--- config.mk ---
export PLATFORM = sky130hd
export DESIGN_NAME = sorted_list_merge_core
export DESIGN_NICKNAME = d
export VERILOG_FILES = /design/src/hdl/slm_pkg.sv /design/src/hdl/slm_ram.sv /design/src/hdl/slm_ctrl.sv /design/src/hdl/sorted_list_merge_core.sv
export VERILOG_INCLUDE_DIRS = /design/src /design/src/hdl
export SDC_FILE = /design/constraint.sdc
export NUM_CORES = 2
export LEC_CHECK = 0
export BUFFER_PORTS_ARGS = -buffer_cell sky130_fd_sc_hd__buf_2
export CAP_MARGIN = 20
export CORE_ASPECT_RATIO = 1.5
export CORE_MARGIN = 1
export CORE_UTILIZATION = 25
export DETAILED_ROUTE_END_ITERATION = 12
export PLACE_DENSITY = 0.47
export SYNTH_ARGS = -nofsm -noshare
export SYNTH_HDL_FRONTEND = slang
export SYNTH_HIERARCHICAL = 1
export SYNTH_SLANG_ARGS = --single-unit
--- constraint.sdc ---
create_clock -name clk -period 3.9 [get_ports clk]
set_clock_uncertainty 0.05 [all_clocks]
set_input_delay 0.78 -clock clk [delete_from_list [all_inputs] [get_ports clk]]
set_output_delay 0.78 -clock clk [all_outputs]
set_load 0.05 [all_outputs]
--- src/hdl/sorted_list_merge_core_macros.svh ---
// Assertion helpers shared by the RTL.
`ifndef SORTED_LIST_MERGE_CORE_MACROS_SVH
`define SORTED_LIST_MERGE_CORE_MACROS_SVH

// Clocked check, masked while reset is held.
`define SLM_ASSERT(label, prop, msg) \
  label: assert property (@(posedge clk) disable iff (!rst_n) prop) else $error(msg);

// Clocked check that also holds during reset.
`define SLM_ASSERT_ALWAYS(label, prop, msg) \
  label: assert property (@(posedge clk) prop) else $error(msg);

`endif

--- src/hdl/slm_pkg.sv ---
package slm_pkg;

  // Field widths
  localparam int DATA_W = 32;
  localparam int CMD_W  = 2;
  localparam int POS_W  = 6;

  // Default list capacity
  localparam int LIST_DEPTH_DEF = 32;

  // Command codes
  typedef enum logic [CMD_W-1:0] {
    CMD_APPEND_FIRST  = 2'd0,
    CMD_APPEND_SECOND = 2'd1,
    CMD_MERGE         = 2'd2
  } slm_cmd_t;

  // Sequencer states
  typedef enum logic {
    ST_IDLE,
    ST_MERGE
  } slm_state_t;

  // Input item
  typedef struct packed {
    logic [CMD_W-1:0]         command;
    logic signed [DATA_W-1:0] value;
  } slm_in_t;

  // Result item
  typedef struct packed {
    logic [POS_W-1:0]         position;
    logic signed [DATA_W-1:0] element;
    logic                     last;
  } slm_out_t;

  // Handoff from sequencer to output register
  typedef struct packed {
    logic     emit;
    slm_out_t data;
  } slm_emit_t;

endpackage

--- src/hdl/slm_ram.sv ---
module slm_ram #(
  parameter int WIDTH = 32,
  parameter int DEPTH = 32
) (
  input  logic                                    clk,
  input  logic                                    we,
  input  logic [(DEPTH > 1 ? $clog2(DEPTH) : 1)-1:0] waddr,
  input  logic [WIDTH-1:0]                        wdata,
  input  logic                                    re,
  input  logic [(DEPTH > 1 ? $clog2(DEPTH) : 1)-1:0] raddr,
  output logic [WIDTH-1:0]                        rdata
);

  logic [WIDTH-1:0] mem [DEPTH];

  // Write port
  always_ff @(posedge clk) begin
    if (we) begin
      mem[waddr] <= wdata;
    end
  end

  // Registered read, holds when not enabled
  always_ff @(posedge clk) begin
    if (re) begin
      rdata <= mem[raddr];
    end
  end

endmodule

--- src/hdl/slm_ctrl.sv ---
`include "sorted_list_merge_core_macros.svh"

module slm_ctrl
  import slm_pkg::*;
#(
  parameter int LIST_DEPTH = LIST_DEPTH_DEF,
  localparam int AW = (LIST_DEPTH > 1) ? $clog2(LIST_DEPTH) : 1,
  localparam int CW = $clog2(LIST_DEPTH + 1)
) (
  input  logic              clk,
  input  logic              rst_n,
  input  logic              in_valid,
  output logic              in_ready,
  input  slm_in_t           in_data,
  input  logic              out_free,
  output slm_emit_t         emit_o,
  // first list memory
  output logic              a_we,
  output logic [AW-1:0]     a_waddr,
  output logic              a_re,
  output logic [AW-1:0]     a_raddr,
  input  logic [DATA_W-1:0] a_rdata,
  // second list memory
  output logic              b_we,
  output logic [AW-1:0]     b_waddr,
  output logic              b_re,
  output logic [AW-1:0]     b_raddr,
  input  logic [DATA_W-1:0] b_rdata
);

  localparam int SW = (CW + 1 > POS_W) ? CW + 1 : POS_W;

  slm_state_t    state_r, state_nxt;
  logic [CW-1:0] a_cnt_r, a_cnt_nxt;
  logic [CW-1:0] b_cnt_r, b_cnt_nxt;

  logic          accept;
  logic          start;
  logic          step;
  logic          take_a;
  logic          is_last;
  logic [CW-1:0] a_m1, a_m2, b_m1, b_m2;
  logic [SW-1:0] pos_sum;

  assign accept = in_valid && in_ready;

  // Address arithmetic: head is count-1, the one after it count-2
  assign a_m1 = a_cnt_r - CW'(1);
  assign a_m2 = a_cnt_r - CW'(2);
  assign b_m1 = b_cnt_r - CW'(1);
  assign b_m2 = b_cnt_r - CW'(2);

  // Appends, dropped when the list is full
  assign a_we    = accept && (in_data.command == CMD_APPEND_FIRST)
                   && (a_cnt_r != CW'(LIST_DEPTH));
  assign b_we    = accept && (in_data.command == CMD_APPEND_SECOND)
                   && (b_cnt_r != CW'(LIST_DEPTH));
  assign a_waddr = a_cnt_r[AW-1:0];
  assign b_waddr = b_cnt_r[AW-1:0];

  // Merge start fetches both heads; empty merge does nothing
  assign start = accept && (in_data.command == CMD_MERGE)
                 && ((a_cnt_r != '0) || (b_cnt_r != '0));

  // One element per cycle while the output register can take it
  assign step   = (state_r == ST_MERGE) && out_free;
  assign take_a = (a_cnt_r != '0) &&
                  ((b_cnt_r == '0) || ($signed(a_rdata) >= $signed(b_rdata)));

  assign pos_sum = SW'(a_cnt_r) + SW'(b_cnt_r) - SW'(1);
  assign is_last = (pos_sum == '0);

  // Only the list that advanced fetches its next head
  assign a_re    = start || (step && take_a);
  assign b_re    = start || (step && !take_a);
  assign a_raddr = (state_r == ST_MERGE) ? a_m2[AW-1:0] : a_m1[AW-1:0];
  assign b_raddr = (state_r == ST_MERGE) ? b_m2[AW-1:0] : b_m1[AW-1:0];

  // Counts: grow on append, shrink as the merge consumes them
  always_comb begin
    a_cnt_nxt = a_cnt_r;
    b_cnt_nxt = b_cnt_r;
    if (a_we) begin
      a_cnt_nxt = a_cnt_r + CW'(1);
    end
    if (b_we) begin
      b_cnt_nxt = b_cnt_r + CW'(1);
    end
    if (step) begin
      if (take_a) begin
        a_cnt_nxt = a_m1;
      end else begin
        b_cnt_nxt = b_m1;
      end
    end
  end

  // Next state
  always_comb begin
    state_nxt = state_r;
    unique case (state_r)
      ST_IDLE: begin
        if (start) begin
          state_nxt = ST_MERGE;
        end
      end
      ST_MERGE: begin
        if (step && is_last) begin
          state_nxt = ST_IDLE;
        end
      end
      default: state_nxt = ST_IDLE;
    endcase
  end

  // Outputs
  always_comb begin
    in_ready              = 1'b0;
    emit_o.emit           = 1'b0;
    emit_o.data.position  = pos_sum[POS_W-1:0];
    emit_o.data.element   = take_a ? a_rdata : b_rdata;
    emit_o.data.last      = is_last;
    unique case (state_r)
      ST_IDLE:  in_ready    = 1'b1;
      ST_MERGE: emit_o.emit = step;
      default:  in_ready    = 1'b0;
    endcase
  end

  always_ff @(posedge clk) begin
    if (!rst_n) begin
      state_r <= ST_IDLE;
      a_cnt_r <= '0;
      b_cnt_r <= '0;
    end else begin
      state_r <= state_nxt;
      a_cnt_r <= a_cnt_nxt;
      b_cnt_r <= b_cnt_nxt;
    end
  end

  // Checks
  `SLM_ASSERT(a_merge_has_work, (state_r == ST_MERGE) |-> ((a_cnt_r != '0) || (b_cnt_r != '0)), "merge running with both lists empty")
  `SLM_ASSERT(a_last_ends_merge, (step && is_last) |=> ((state_r == ST_IDLE) && (a_cnt_r == '0) && (b_cnt_r == '0)), "merge did not end cleanly after last item")
  `SLM_ASSERT(a_cnt_bound, (a_cnt_r <= CW'(LIST_DEPTH)) && (b_cnt_r <= CW'(LIST_DEPTH)), "list count beyond capacity")
  `SLM_ASSERT(a_pos_descends, (step && !is_last) |=> (step |-> (pos_sum == $past(pos_sum) - SW'(1))), "merge positions not descending by one")

endmodule

--- src/hdl/sorted_list_merge_core.sv ---
// Channel   Ports                         Moves
// input     in_valid in_ready in_data     command item (append or merge)
// result    out_valid out_ready out_data  one merged element per item
//
// Appends are taken as they come; the block is ready again the next cycle.
// A merge first fetches both list heads, then emits one element per cycle
// while the result register can take it.
// A stalled result only holds the merge; no input is taken while merging.
// Reset (rst_n, synchronous) clears both counts; list contents need no clearing.
module sorted_list_merge_core
  import slm_pkg::*;
#(
  parameter int LIST_DEPTH = LIST_DEPTH_DEF
) (
  input  logic     clk,
  input  logic     rst_n,
  input  logic     in_valid,
  output logic     in_ready,
  input  slm_in_t  in_data,
  output logic     out_valid,
  input  logic     out_ready,
  output slm_out_t out_data
);

  localparam int AW = (LIST_DEPTH > 1) ? $clog2(LIST_DEPTH) : 1;

  logic              out_valid_r;
  slm_out_t          out_data_r;
  logic              out_free;
  slm_emit_t         emit;

  logic              a_we, a_re, b_we, b_re;
  logic [AW-1:0]     a_waddr, a_raddr, b_waddr, b_raddr;
  logic [DATA_W-1:0] a_rdata, b_rdata;

  assign out_free = !out_valid_r || out_ready;

  slm_ctrl #(
    .LIST_DEPTH(LIST_DEPTH)
  ) u_ctrl (
    .clk      (clk),
    .rst_n    (rst_n),
    .in_valid (in_valid),
    .in_ready (in_ready),
    .in_data  (in_data),
    .out_free (out_free),
    .emit_o   (emit),
    .a_we     (a_we),
    .a_waddr  (a_waddr),
    .a_re     (a_re),
    .a_raddr  (a_raddr),
    .a_rdata  (a_rdata),
    .b_we     (b_we),
    .b_waddr  (b_waddr),
    .b_re     (b_re),
    .b_raddr  (b_raddr),
    .b_rdata  (b_rdata)
  );

  slm_ram #(
    .WIDTH(DATA_W),
    .DEPTH(LIST_DEPTH)
  ) u_first_ram (
    .clk   (clk),
    .we    (a_we),
    .waddr (a_waddr),
    .wdata (in_data.value),
    .re    (a_re),
    .raddr (a_raddr),
    .rdata (a_rdata)
  );

  slm_ram #(
    .WIDTH(DATA_W),
    .DEPTH(LIST_DEPTH)
  ) u_second_ram (
    .clk   (clk),
    .we    (b_we),
    .waddr (b_waddr),
    .wdata (in_data.value),
    .re    (b_re),
    .raddr (b_raddr),
    .rdata (b_rdata)
  );

  // Output register
  always_ff @(posedge clk) begin
    if (!rst_n) begin
      out_valid_r <= 1'b0;
    end else if (emit.emit) begin
      out_valid_r <= 1'b1;
    end else if (out_ready) begin
      out_valid_r <= 1'b0;
    end
  end

  always_ff @(posedge clk) begin
    if (emit.emit) begin
      out_data_r <= emit.data;
    end
  end

  assign out_valid = out_valid_r;
  assign out_data  = out_data_r;

endmodule

# Word level (Yosys, flattened, before mapping)
# Memories as Yosys holds them, arrays and structs flattened. A register that Yosys moved wholly into a read port is not among the register bits.
# Index checks and enable logic that the tools add are counted.
[word_totals]
ff_bits = 53
ram_bits = 2048
input_bits = 38
output_inout_bits = 41
wordCells = 68
n_memories = 2
[memory_table]
columns = ["memory", "words", "word_bits", "rd", "rd_clocked_by_memory_dff", "wr", "line", "text"]
rows = [
  ["u_first_ram.mem", 32, 32, 1, 1, 1, "slm_ram.sv:14", "logic [WIDTH-1:0] mem [DEPTH];"],
  ["u_second_ram.mem", 32, 32, 1, 1, 1, "slm_ram.sv:14", ""],
]
[classes]
addsub = 8
n_lt_le_gt_ge = 1
eq_ne = 4
muxes = 20
bitwise_logic = 1
reduce_logical = 25
[ops]
columns = ["cell", "n"]
rows = [
  ["6-bit 2-to-1 mux", 6],
  ["32-bit >= comparator", 1],
  ["32-bit 2-to-1 mux", 1],
  ["6-bit by 1-bit adder with 6-bit output (second input constant)", 2],
  ["1-bit logical AND", 12],
  ["6-bit inequality test (second input constant)", 2],
  ["6-bit nonzero test", 2],
  ["6-bit by 1-bit subtractor with 6-bit output (second input constant)", 2],
  ["1-bit 2-to-1 mux", 10],
  ["5-bit 2-to-1 mux", 2],
  ["5-bit by 2-bit subtractor with 5-bit output (second input constant)", 2],
  ["6-bit by 6-bit adder with 7-bit output", 1],
  ["7-bit zero test", 1],
  ["7-bit by 1-bit subtractor with 7-bit output (second input constant)", 1],
  ["6-bit zero test", 1],
  ["1-bit logical OR", 5],
  ["2-bit by 1-bit equality test with 1-bit output (second input constant)", 1],
  ["2-bit equality test (second input constant)", 1],
  ["1-bit zero test", 2],
  ["2-bit zero test", 1],
  ["1-bit case mux with 2 select lines", 1],
  ["2-bit nonzero test", 1],
  ["1-bit NOT", 1],
]

# Depth between registers and ports, before layout
[logic_depth]
depth_word = 7
ltp_mapped = 13
ltp_nobuf = 13

# Cells and area by module
# The synthesis kept the hierarchy.
[modules_own_cells]
columns = ["module", "n_inst", "cells_each", "area_each_um2"]
rows = [
  ["slm_ram", 2, 2260, 40805.4],
  ["slm_ctrl", 1, 386, 2652.5],
  ["sorted_list_merge_core", 1, 43, 1219.9],
]

# Least setup slack after synthesis
# Ideal clock, no wire load.
[synth_path]
kind = "register -> register"
startpoint = "register u_ctrl.state_r"
endpoint = "memory u_first_ram.mem[12][0] (enable)"
setup_ns = 0.421
arrival_time_ns = 3.639
required_ns = 3.429
slack_ns = -0.210
stages_incl_launch_ff = 8
n_path_buf = 2
path_cell_list = "dfxtp_1 -> clkbuf_1 -> inv_2 -> nand2_1 -> a2111oi_2 -> or3b_2 -> clkbuf_1 -> nor2_1"
[synth_between]
elab_chain_len = 6
[synth_lines]
columns = ["item", "line", "text"]
rows = [
  ["start: declaration", "slm_ctrl.sv:33", "slm_state_t state_r, state_nxt;"],
  ["start signal: assignment", "slm_ctrl.sv:136", "state_r <= state_nxt;"],
  ["1-bit 2-to-1 mux", "slm_ctrl.sv:123", "unique case (state_r)"],
  ["via in_ready", "sorted_list_merge_core.sv:18", "output logic in_ready,"],
  ["1-bit logical AND", "slm_ctrl.sv:45", "assign accept = in_valid && in_ready;"],
  ["1-bit logical AND", "slm_ctrl.sv:54", "assign a_we = accept && (in_data.command == CMD_APPEND_FIRST)"],
  ["1-bit logical AND", "slm_ctrl.sv:55", "&& (a_cnt_r != CW'(LIST_DEPTH));"],
  ["via a_we", "sorted_list_merge_core.sv:32", "logic a_we, a_re, b_we, b_re;"],
  ["1-bit 2-to-1 mux", "slm_ram.sv:18", "if (we) begin"],
  ["1-bit 2-to-1 mux (implied by the code)", "slm_ram.sv:19", "mem[waddr] <= wdata;"],
  ["end: declaration", "slm_ram.sv:14", ""],
]
# The timed path passes the listed nets, and every way through them passes these cells.

==> run_results.csv <==
group,metric,value,unit
run_status,outcome,"completed",
drt,drc,0,
worst_setup_path,slowest_stage,"edfxtp_1",
floorplanning,rows,262,
finish,most-common-layout-cells,"edfxtp_1 (2,151), mux2i_1 (1,030), nand2_1 (250)",
placed_design,dp_hpwl,145000,µm
finish,layout-drive-gt1-share,0.1431,
placed_design,routabilityCongestion,0.7592,
synth,async_flop_share,0,
floorplanning,die_y,718.2,µm
synth,synth_compound_area_frac,0.05243,
worst_setup_path,r2r_slack,310,ps
floorplanning,fp.dieW,479.4,µm
finish,final_common_cell,"edfxtp_1",
worst_setup_path,critPathArrivalTime,4130,ps
grt,grt_overflow,0,
worst_setup_path,crit_top_cell,"nor2_1",
synth,synthSimpleGateAreaFrac,0.03634,
finish,area_delta_synth_final,17.79,%
timing,holdWs,146.8,ps
pwr,p_per_area,547.8,nW/µm²
timing,setup_viol,0,
clock_tree,clk_pin_slew,60,ps
synth,yosysSeqAreaShare,0.7589,
grt,first_global_vias,45550,
timing,rsz0062_at_grt,"false",
clock_tree,cts_buffers,211,
synth,muxShareOfSynthArea,0.1209,
pwr,leakage,37.17,nW
grt,grt_max_degree,74,
synth,synth_top_family_by_area,"multiplexers",
synth,synth_area_leader_cell,"edfxtp_1",
synth,synth_xor_area_frac,0.001229,
drt,wl,233100,µm
worst_setup_path,reg2reg_depth,10,
finish,instances_no_fill,9927,
worst_setup_path,worstSetupPathType,"reg -> reg",
synth,synth_flop_cell,"edfxtp_1",
worst_setup_path,worstPathCellList,"inv_1 -> ha_1 -> nand4_1 -> or4_1 -> nor2_1 -> nor2_1 -> a31o_2 -> nor2_4 -> buf_4 -> o21ai_0",
finish,post-route-util,0.2962,
worst_hold_path,hold_path_class,"in -> reg",
worst_hold_path,hold-path-cell-count,1,
clock_tree,cts-root-buf,"clkbuf_16",
timing,maxSlewHeadroom,0.2880,
synth,synthTopCellsByArea,"edfxtp_1 (76%), mux2i_1 (12%), a22oi_1 (1.7%)",
clock_tree,clk_path_buf_depth,4,
synth,synth_top_area_frac,0.7556,
synth,synth_cell_type_count,59,
timing,fmax,278.2,MHz
pwr,ir_drop,424.2,µV
timing,layout_min_cycle_time,3594,ps
timing,worst_slack,305.6,ps
drt,vias,44570,
timing,fin_tns_setup,0,ps
worst_setup_path,critPathRequiredTime,4440,ps
worst_setup_path,end_kind,"flop",
synth,synth_seq_cells,2165,
synth,avgSynthCellArea,17.27,µm²
synth,netlist_instances,4949,
timing,worst_pin_slew,1068,ps
placed_design,portBuffers,78,
clock_tree,hold_buffers,0,
floorplanning,core_region_area,339900,µm²
grt,grt_pass1_wl,333600,µm
worst_setup_path,cpPeakStageDelay,580,ps
clock_tree,cts.sinks,2165,
placed_design,dp_cells,9537,
timing,min_period_over_period,0.9216,
job,drv_cap,0,
synth,netlist_area,85480,µm²
floorplanning,initial_core_util,0.2515,
worst_setup_path,crit_path_start_kind,"flop",
grt,track_usage,0.1323,
finish,nNetsFinal,5363,
floorplanning,die-area,344300,µm²
synth,synth_warnings,6,
drt,post_drt_wl_per_cell,23.48,µm
synth,synth_nets,5042,
clock_tree,htree_levels,4,
worst_setup_path,worstPathMaxFanout,40,
drt,via_per_inst,4.490,
clock_tree,clk_latency,890,ps
drt,drt_iter0_drc,3090,
timing,drv_slew,0,
synth,synth-edff-count,2151,
floorplanning,io_pins,79,
drt,postRouteAntennaNets,0,
drt,drtPass1Iterations,5,
clock_tree,cts_tree,"done",
synth,yosys.area_share.adder,0.008138,
timing,timing_hold_violations_final,0,
grt,antenna_found_initial,24,
placed_design,pre_cts_slack,130.5,ps
-- worst paths after layout --
path                                          from                            endpoint
setup / recovery  u_second_ram/rdata[15]$_DFFE_PP_              out_data[25]$_DFFE_PP_
hold / removal                         in_data[17]  u_second_ram/mem[15][17]$_DFFE_PP_
setup reg to reg  u_second_ram/rdata[15]$_DFFE_PP_              out_data[25]$_DFFE_PP_
hold reg to reg       u_ctrl/a_cnt_r[5]$_SDFF_PN0_        u_ctrl/a_cnt_r[5]$_SDFF_PN0_
-- logic make-up (layout without fill, tap and decap cells) --
logic type	count (synthesis)	in the layout
adders and majority gates	55	55
and+or+nand+nor	672	672
muxes	1032	1032
other	0	8
buffers and inverters	343	825
DFF	2165	2165
AOI/OAI and AO/OA	670	670
xor gates and xnor gates	12	12
-- stage by stage --
step | cell area [µm²] | power, mW
finish | 100700 | 55.16
CTS | 100500 | 55.89
global placement | 93840 | 35.68
global route | 100700 | 57.13
floorplan | 85480 | 31.73
detailed placement | 93860 | 35.71
-- report_power, final --
group          internal, mW  switching [mW]  leakage, nW
Combinational          3.31            5.69         14.5
Sequential             26.0           0.111         19.5
Clock                  11.4            8.73         3.23
Total                  40.6            14.5         37.2
-- per-layer routing --
layer | track usage | vias to the layer above | routed length (µm)
li1 | - | 20160 | -
met5 | 0 | - | 13
met1 | 0.1580 | 23270 | 94940
met2 | 0.2416 | 787 | 122200
met4 | 0.04242 | 2 | 7030
met3 | 0.01870 | 362 | 8927
-- synth_stat cells (4+ instances only) --
master    instances
mux2i_1        1030
a22o_1          128
and3_1            7
a22oi_1         192
buf_4            78
nand4_1          10
clkbuf_4          4
or3b_2            6
or3_1             5
clkbuf_1         98
buf_6            30
nand2b_1          6
buf_1            10
nand2_1         252
a31oi_1          65
nor3_1           72
nor2_1           77
xnor2_1          10
nand3_1         203
nand3b_1         10
o21ai_0          44
dfxtp_1          14
a21oi_1         218
edfxtp_1       2151
inv_1            66
buf_2            55
ha_1             54
-- sequential cells by signal, summed over array words and instances, names as in the netlist --
signal and flops:
u_first_ram/rdata 32, u_first_ram/mem 1024, u_second_ram/rdata 32, u_ctrl/state_r 1, out_valid 1, out_data 39, u_ctrl/b_cnt_r 6, u_second_ram/mem 1024
u_ctrl/a_cnt_r 6
-- layout make-up --
type	instances	area (µm²)
flip-flops and latches	2165	64870
fillers	33420	239300
diodes	8	20.02
multi-input cells	2441	19280
clock inverters	129	1195
inverters	68	255.2
repair buffers	383	3998
clock buffers	245	5450
well taps	4488	5615
-- repair_timing --
action,in CTS,in global routing
gates resized for setup,0,1
setup endpoints to repair,0,9
buffers inserted,0,0
-- critical path, delay by kind of cell, from the launching register on --
family                   cells  cell delay (ps)
flip-flops                   1              580
adder cells (fa/ha/maj)      1              330
AO/OA/AOI/OAI                2              490
AND/OR/NAND/NOR              5             1320
buffers and inverters        2              560
Power figures use the tool's default switching activity.
